### src/design/sasmd_pkg.sv
// ----------------------------------------------------------------------------
// sasmd_pkg: shared types and constants for the signed add/sub/mul/div unit
// Payload structs, operation codes and default widths.
// ----------------------------------------------------------------------------
package sasmd_pkg;

  localparam int unsigned DEFAULT_WIDTH = 64;
  localparam int unsigned FIELD_W       = 64;

  typedef enum logic [1:0] {
    OP_ADD = 2'd0,
    OP_SUB = 2'd1,
    OP_MUL = 2'd2,
    OP_DIV = 2'd3
  } op_kind_t;

  typedef struct packed {
    logic [1:0]          kind;
    logic signed [63:0]  operand_a;
    logic signed [63:0]  operand_b;
  } in_item_t;

  typedef struct packed {
    logic signed [63:0]  result;
    logic [63:0]         remainder;
  } out_item_t;

endpackage

### src/design/sasmd_step.sv
// ----------------------------------------------------------------------------
// sasmd_step: one registered stage of the iterative datapath
// Performs one Booth or restoring-division step with the saturating adder.
// ----------------------------------------------------------------------------
module sasmd_step import sasmd_pkg::*; #(
  parameter int unsigned WIDTH = DEFAULT_WIDTH
) (
  input  logic             clk,
  input  logic             rst_n,
  input  logic             adv,
  input  logic             in_vld,
  input  logic [1:0]       in_kind,
  input  logic [WIDTH-1:0] in_acc,
  input  logic [WIDTH-1:0] in_q,
  input  logic [WIDTH-1:0] in_m,
  input  logic             in_prev,
  input  logic             in_sneg,
  output logic             out_vld,
  output logic [1:0]       out_kind,
  output logic [WIDTH-1:0] out_acc,
  output logic [WIDTH-1:0] out_q,
  output logic [WIDTH-1:0] out_m,
  output logic             out_prev,
  output logic             out_sneg
);

  localparam logic [WIDTH-1:0] MAXPOS = {1'b0, {(WIDTH-1){1'b1}}};

  function automatic logic [WIDTH-1:0] add_sat(input logic [WIDTH-1:0] x,
                                               input logic [WIDTH-1:0] y);
    logic [WIDTH-1:0] s;
    s = x + y;
    if ((x[WIDTH-1] == y[WIDTH-1]) && (s[WIDTH-1] != x[WIDTH-1])) return MAXPOS;
    return s;
  endfunction

  logic             vld_r;
  logic [1:0]       kind_r;
  logic [WIDTH-1:0] acc_r, q_r, m_r, acc_nxt, q_nxt;
  logic             prev_r, prev_nxt, sneg_r;
  logic [WIDTH-1:0] a1, t, neg_m;

  always_comb begin
    neg_m    = ~in_m + 1'b1;
    acc_nxt  = in_acc;
    q_nxt    = in_q;
    prev_nxt = in_prev;
    a1       = in_acc;
    t        = '0;
    if (in_kind == OP_MUL) begin
      if (in_q[0] && !in_prev) a1 = add_sat(in_acc, neg_m);
      else if (!in_q[0] && in_prev) a1 = add_sat(in_acc, in_m);
      prev_nxt = in_q[0];
      acc_nxt  = {a1[WIDTH-1], a1[WIDTH-1:1]};
      q_nxt    = {a1[0], in_q[WIDTH-1:1]};
    end else begin
      t     = add_sat({in_acc[WIDTH-2:0], in_q[WIDTH-1]}, neg_m);
      q_nxt = {in_q[WIDTH-2:0], 1'b0};
      if (t[WIDTH-1]) acc_nxt = add_sat(t, in_m);
      else begin
        acc_nxt  = t;
        q_nxt[0] = 1'b1;
      end
    end
  end

  always_ff @(posedge clk) begin
    if (!rst_n) vld_r <= 1'b0;
    else if (adv) vld_r <= in_vld;
    if (adv) begin
      kind_r <= in_kind;
      acc_r  <= acc_nxt;
      q_r    <= q_nxt;
      m_r    <= in_m;
      prev_r <= prev_nxt;
      sneg_r <= in_sneg;
    end
  end

  assign out_vld  = vld_r;
  assign out_kind = kind_r;
  assign out_acc  = acc_r;
  assign out_q    = q_r;
  assign out_m    = m_r;
  assign out_prev = prev_r;
  assign out_sneg = sneg_r;

endmodule
### config.mk
export PLATFORM = sky130hd
export DESIGN_NAME = sasmd_step
export DESIGN_NICKNAME = d
export VERILOG_FILES = /design/src/design/sasmd_pkg.sv /design/src/design/sasmd_step.sv
export SDC_FILE = /design/constraint.sdc
export NUM_CORES = 1
export LEC_CHECK = 0
export ABC_AREA = 0
export BUFFER_PORTS_ARGS = -buffer_cell sky130_fd_sc_hd__buf_2
export CORE_MARGIN = 2
export CORE_UTILIZATION = 25
export DETAILED_ROUTE_END_ITERATION = 8
export GPL_ROUTABILITY_DRIVEN = 1
export PLACE_DENSITY = 0.45
export SLEW_MARGIN = 40
export SYNTH_ARGS = -nofsm -noshare
export SYNTH_HDL_FRONTEND = slang
export SYNTH_SLANG_ARGS = --single-unit
### constraint.sdc
create_clock -name clk -period 9.2 [get_ports clk]
set_input_delay 0.92 -clock clk [delete_from_list [all_inputs] [get_ports clk]]
set_output_delay 0.92 -clock clk [all_outputs]
set_load 0.01 [all_outputs]
; After elaboration in Yosys (flattened, before gate mapping)
; Cells that the tools add are included.
[op_classes]
addsub = 5
n_eq_ne = 9
n_bitwise = 1
n_mux = 28
n_reduce_logical = 8
[ops]
columns = operator, count
row1 = 2-to-1 mux 64 bit, 14
row2 = adder 64 bit, 4
row3 = "adder 64 x 1 -> 64 bit, second input constant", 1
row4 = inverter 64 bit, 1
row5 = 2-to-1 mux 1 bit, 14
row6 = logical AND 1 bit, 6
row7 = equality test 1 bit, 4
row8 = != test 1 bit, 4
row9 = "equality test 2 bit, second input constant", 1
row10 = logical NOT 1 bit, 2
[totals]
reg_bits = 197
elab_cells = 58

; Longest topological paths before layout
[depth]
depth_word = 18
mapped_depth = 44

; Worst setup path after synthesis
; Ideal clock, no wire load.
[synth_timing]
path_type = input to register
start = input port in_m[5]
end = register acc_r[62] (netlist: out_acc[62]), data pin
setup_time_ps = 268
cell_stages = 41
slack_ps = -471
t_arrival_ps = 9403
cell_sequence = or4_4 -> or4_4 -> or3_4 -> or2_1 -> buf_2 -> or3_1 -> buf_2 -> clkinv_2 -> nand2_2 -> or2_4 -> or3_1 -> buf_6 -> nor2_1 -> xnor2_1 -> ha_1 -> clkbuf_1 -> nand3_1 -> or4_1 -> [... 5 more ...] -> clkbuf_1 -> clkbuf_1 -> nand2_1 -> ha_1 -> clkbuf_1 -> a21oi_1 -> o21ai_0 -> a221o_1 -> a211o_1 -> a21o_1 -> nand3_1 -> a31oi_1 -> a21oi_1 -> a21oi_1 -> o21a_1 -> or3_1 -> a21oi_1 -> o31ai_1
[synth_via]
elab_chain_len = 18
[synth_lines]
columns = item, line_no
row1 = "start, declared", sasmd_step.sv:15  ; input logic [WIDTH-1:0] in_m,
row2 = inverter 64 bit, sasmd_step.sv:44  ; neg_m = ~in_m + 1'b1;
row3 = adder 64 x 1 -> 64 bit, sasmd_step.sv:44
row4 = adder 64 bit, sasmd_step.sv:32  ; s = x + y;
row5 = != test 1 bit, sasmd_step.sv:33  ; if ((x[WIDTH-1] == y[WIDTH-1]) && (s[WIDTH-1] != x[WIDTH-1])) return MAXPOS;
row6 = logical AND 1 bit, sasmd_step.sv:33
row7 = 2-to-1 mux 1 bit, sasmd_step.sv:33
row8 = 2-to-1 mux 1 bit, sasmd_step.sv:50  ; if (in_kind == OP_MUL) begin
row9 = 2-to-1 mux 64 bit, sasmd_step.sv:34  ; return s;
row10 = [... 3 more ...], -
row11 = logical AND 1 bit, sasmd_step.sv:33
row12 = 2-to-1 mux 1 bit, sasmd_step.sv:33
row13 = 2-to-1 mux 1 bit, sasmd_step.sv:59  ; if (t[WIDTH-1]) acc_nxt = add_sat(t, in_m);
row14 = 2-to-1 mux 1 bit, sasmd_step.sv:50
row15 = 2-to-1 mux 64 bit, sasmd_step.sv:34
row16 = 2-to-1 mux 64 bit, sasmd_step.sv:59
row17 = 2-to-1 mux 64 bit (*), sasmd_step.sv:50
row18 = net acc_nxt[62], sasmd_step.sv:39  ; logic [WIDTH-1:0] acc_r, q_r, m_r, acc_nxt, q_nxt;
row19 = "end signal, assigned", sasmd_step.sv:72  ; acc_r <= acc_nxt;
row20 = "end, declared", sasmd_step.sv:39
; The timed path passes the listed nets; every way through them passes the cells marked *. The select of a mux whose other input is x is not followed.
; A chain may end at the register's enable or synchronous reset.

; Worst setup path after layout
[layout_timing]
start = input port in_m[5]
end = register acc_r[25] (netlist: out_acc[25]), data pin
; The elaborated chain is that of the path after synthesis.

==> flow_summary_export.csv <==
group,metric,value,unit
critical_path,required,9490,ps
cts,hold_buffers,0,
critical_path,slowest_delay,560,ps
sta,rsz0062_at_grt,"yes",
floorplanning,io_pins,397,
cts,tritoncts,"yes",
global_route,grt_max_degree,125,
yosys,ys_ff_latch,197,
floorplanning,core_area,0.09842,sq mm
global_route,grt_pass1_vias,27132,
sta,setup_viol,0,
sta,clock_skew,0,ps
finish,final_util,0.3464,
critical_path,rr_endpoint,"out_vld",
routing,drtIter0Drc,2343,
worst_hold_path,min-delay-path-class,"flip-flop to flip-flop",
yosys,synth.largest_area_cell,"edfxtp_1",
worst_hold_path,hold_start,"out_vld",
routing,drc_errors,0,
yosys,synth.net_count,3588,
worst_hold_path,holdPathEnd,"out_vld",
sta,final_hold_viol_count,0,
sta,holdWs,546.2,ps
critical_path,rr_worst_depth,2,
place,placed_area,0.03255,sq mm
floorplanning,die_area,0.1018,sq mm
flow_run,max_cap_viol_count,0,
global_route,antenna_found_initial,3,
worst_hold_path,min_path_cells,2,
routing,vias,28156,
yosys,syn_area,0.02481,sq mm
floorplanning,die_h,319.0,um
finish,drive_above_1_share,0.3038,
yosys,async_flop_share,0,
yosys,synthFlopType,"edfxtp_1",
sta,tightest_slew,949.7,ps
yosys,seq_area_frac_synth,0.2381,
sta,layout_min_cycle_time,9066,ps
cts,clockBufferDepth,2,
routing,via_per_inst,5.293,
sta,fmax,0.1103,GHz
critical_path,timing.rr.start,"out_vld",
finish,diodes,0,
cts,htreeDepth,4,
pwr,leakagePower,15.28,nW
yosys,synth_edf_count,196,
yosys,synth_top_area_frac,0.2373,
finish,area_growth,37.41,%
cts,clkTransAtPathRegs,90,ps
routing,final_antenna_net_count,0,
critical_path,worstSetupEndpointType,"flip-flop",
routing,dr.pass1.iters,6,
place,hpwl,96.53,mm
sta,period_share,0.9854,
floorplanning,initial_utilization,0.2521,
pwr,ir_drop,0.0001527,V
finish,final_cell_area,0.03409,sq mm
critical_path,start_kind,"input pin",
sta,totalNegativeSetupSlack,0,ps
sta,drv_slew,0,
routing,routed_wl,120.3,mm
outcome,status,"finished clean",
yosys,yosys-top-cells-area,"edfxtp_1 24%, ha_1 13%, nand2_1 6.7%",
yosys,syn_inst,3133,
critical_path,rrSetupSlack,8580,ps
place,finalWeightedCongestion,0.9157,
floorplanning,rows,115,
finish,layout.nets,4474,
sta,relSlewSlack,0.3669,
critical_path,critPathMaxFanout,9,
routing,routedWlPerCell,22.62,um
cts,cts_made_buffers,17,
critical_path,startpoint,"in_m[5]",
yosys,yosysWarnings,0,
yosys,postSynthAreaPerCell,7.918,sq um
global_route,grt_pass1_wl,175.3,mm
cts,cts_root_buf,"clkbuf_16",
cts,clk_latency,530,ps
critical_path,cp_common_cell,"or3_4",
critical_path,timing.critical_path.arrival,9350,ps
place,port_buffers,396,
global_route,grt_overflow,0,
pwr,powerDensity,153.3,mW/mm^2
global_route,grt_usage,0.2277,
yosys,yosysUniqueCellTypes,93,
floorplanning,die-width,319.0,um
critical_path,crit_type,"input pin to flip-flop",
cts,clock-sinks,197,
critical_path,critPathSlowestCell,"or4_4",
==> registers in the layout, indices dropped and copies added, names as in the netlist <==
signal	flops
out_prev	1
out_vld	1
out_sneg	1
out_m	64
out_kind	2
out_acc	64
out_q	64
==> synth_stat cells (42+ instances only) <==
| cell type | instances |
|---|---|
| inv_1 | 85 |
| o21bai_1 | 55 |
| nor2_1 | 199 |
| o21ai_0 | 196 |
| a21oi_1 | 306 |
| xnor2_1 | 185 |
| ha_1 | 251 |
| o22ai_1 | 58 |
| nand2_1 | 446 |
| nand3_1 | 65 |
| a21o_1 | 173 |
| nor3_1 | 42 |
| edfxtp_1 | 196 |
| xor2_1 | 107 |
| clkbuf_1 | 128 |
==> per-layer routing <==
metal	global-route usage	part of all wire	vias up
met5	0	0	-
met2	0.3730	0.46	931
met3	0.02572	0.052	122
met1	0.3120	0.46	13572
met4	0.07159	0.028	0
li1	-	-	13531
==> metrics by stage <==
stage / instances / worst slack (ps) / power, mW
6_report: 5319 / 134.2 / 5.224
5_1_grt: 5319 / -101.3 / 5.542
4_1_cts: 5305 / 9.377 / 5.094
3_5_place_dp: 5272 / -882.5 / 4.156
3_3_place_gp: 5271 / -732.2 / 4.172
2_1_floorplan: 3133 / 17.34 / 2.776
==> worst max-delay path: cells and delay by family <==
family,cells,cell delay [ps]
adders and majority gates,2,650
AOI/OAI and AO/OA,10,2060
buffers and inverters,7,1000
xor gates and xnor gates,1,90
and+or+nand+nor,15,4600
==> area by class of cell <==
class / count / area [sq um]
Sequential cell: 197 / 5906
Fill cell: 10610 / 64330
Clock buffer: 17 / 425.4
Multi-Input combinational cell: 2707 / 18860
Clock inverter: 15 / 182.7
Timing Repair Buffer: 1009 / 6778
Inverter: 87 / 329.1
Tap cell: 1287 / 1610
==> worst max path at each step <==
stage / end / slack [ps] / cells past startpoint
2_1_floorplan: out_acc[62] / 20 / 41
3_3_place_gp: out_acc[7] / -730 / 39
3_5_place_dp: out_acc[7] / -880 / 39
4_1_cts: out_acc[56] / 9 / 39
5_1_grt: out_acc[12] / -100 / 35
6_report: out_acc[25] / 130 / 35
==> cell families (layout without fill, tap and decap cells) <==
group	Yosys count	after routing	synth area share
fa+ha+maj	255	255	0.1298
simple gates	1019	1019	0.1915
xor+xnor	293	293	0.1037
mux	7	7	0.002875
buf+inv	229	1128	0.03566
compound gates	1133	1133	0.2984
flops	197	197	0.2381
==> power breakdown <==
part           total (mW)  leakage [nW]  internal [mW]  switching, mW
sequential           1.17          1.93           1.13         0.0383
clock               0.883         0.298          0.376          0.507
combinational        3.17          13.1           1.42           1.75
total                5.22          15.3           2.93           2.30
==> repair_timing <==
| item | in CTS | in global routing |
|---|---|---|
| pin swaps | 6 | 69 |
| gates cloned | 0 | 3 |
| setup buffers | 1 | 15 |
| resized for setup | 17 | 152 |
| endpoints found under the setup margin | 60 | 64 |
==> cell usage in the layout, fill, tap and decap left out, types with 9 or more instances in the layout <==
| cell | count |
|---|---|
| buf_2 | 394 |
| o21a_1 | 36 |
| o221ai_1 | 23 |
| o21ai_1 | 19 |
| a31oi_1 | 32 |
| o211ai_1 | 22 |
| nor2b_1 | 29 |
| nor4_1 | 14 |
| nand2_1 | 441 |
| a21o_1 | 172 |
| or4_1 | 14 |
| o21ai_2 | 9 |
| a21oi_2 | 24 |
| nor3_1 | 41 |
| o31ai_1 | 24 |
| clkbuf_16 | 19 |
| a221oi_1 | 33 |
| or3_1 | 22 |
| xor2_1 | 106 |
| buf_4 | 595 |
| inv_1 | 85 |
| a21oi_1 | 279 |
| or2_2 | 18 |
| a211oi_1 | 21 |
| o22ai_1 | 53 |
| and3_1 | 32 |
| nand2b_1 | 28 |
| a211o_1 | 9 |
| a221o_1 | 22 |
| buf_12 | 9 |
| ha_1 | 244 |
| o21bai_1 | 54 |
| nand4_1 | 41 |
| and2_1 | 15 |
| o21ai_0 | 175 |
| nor2_1 | 188 |
| nand3_1 | 62 |
| xnor2_1 | 181 |
| edfxtp_1 | 196 |
(Power assumes the default switching activity.)
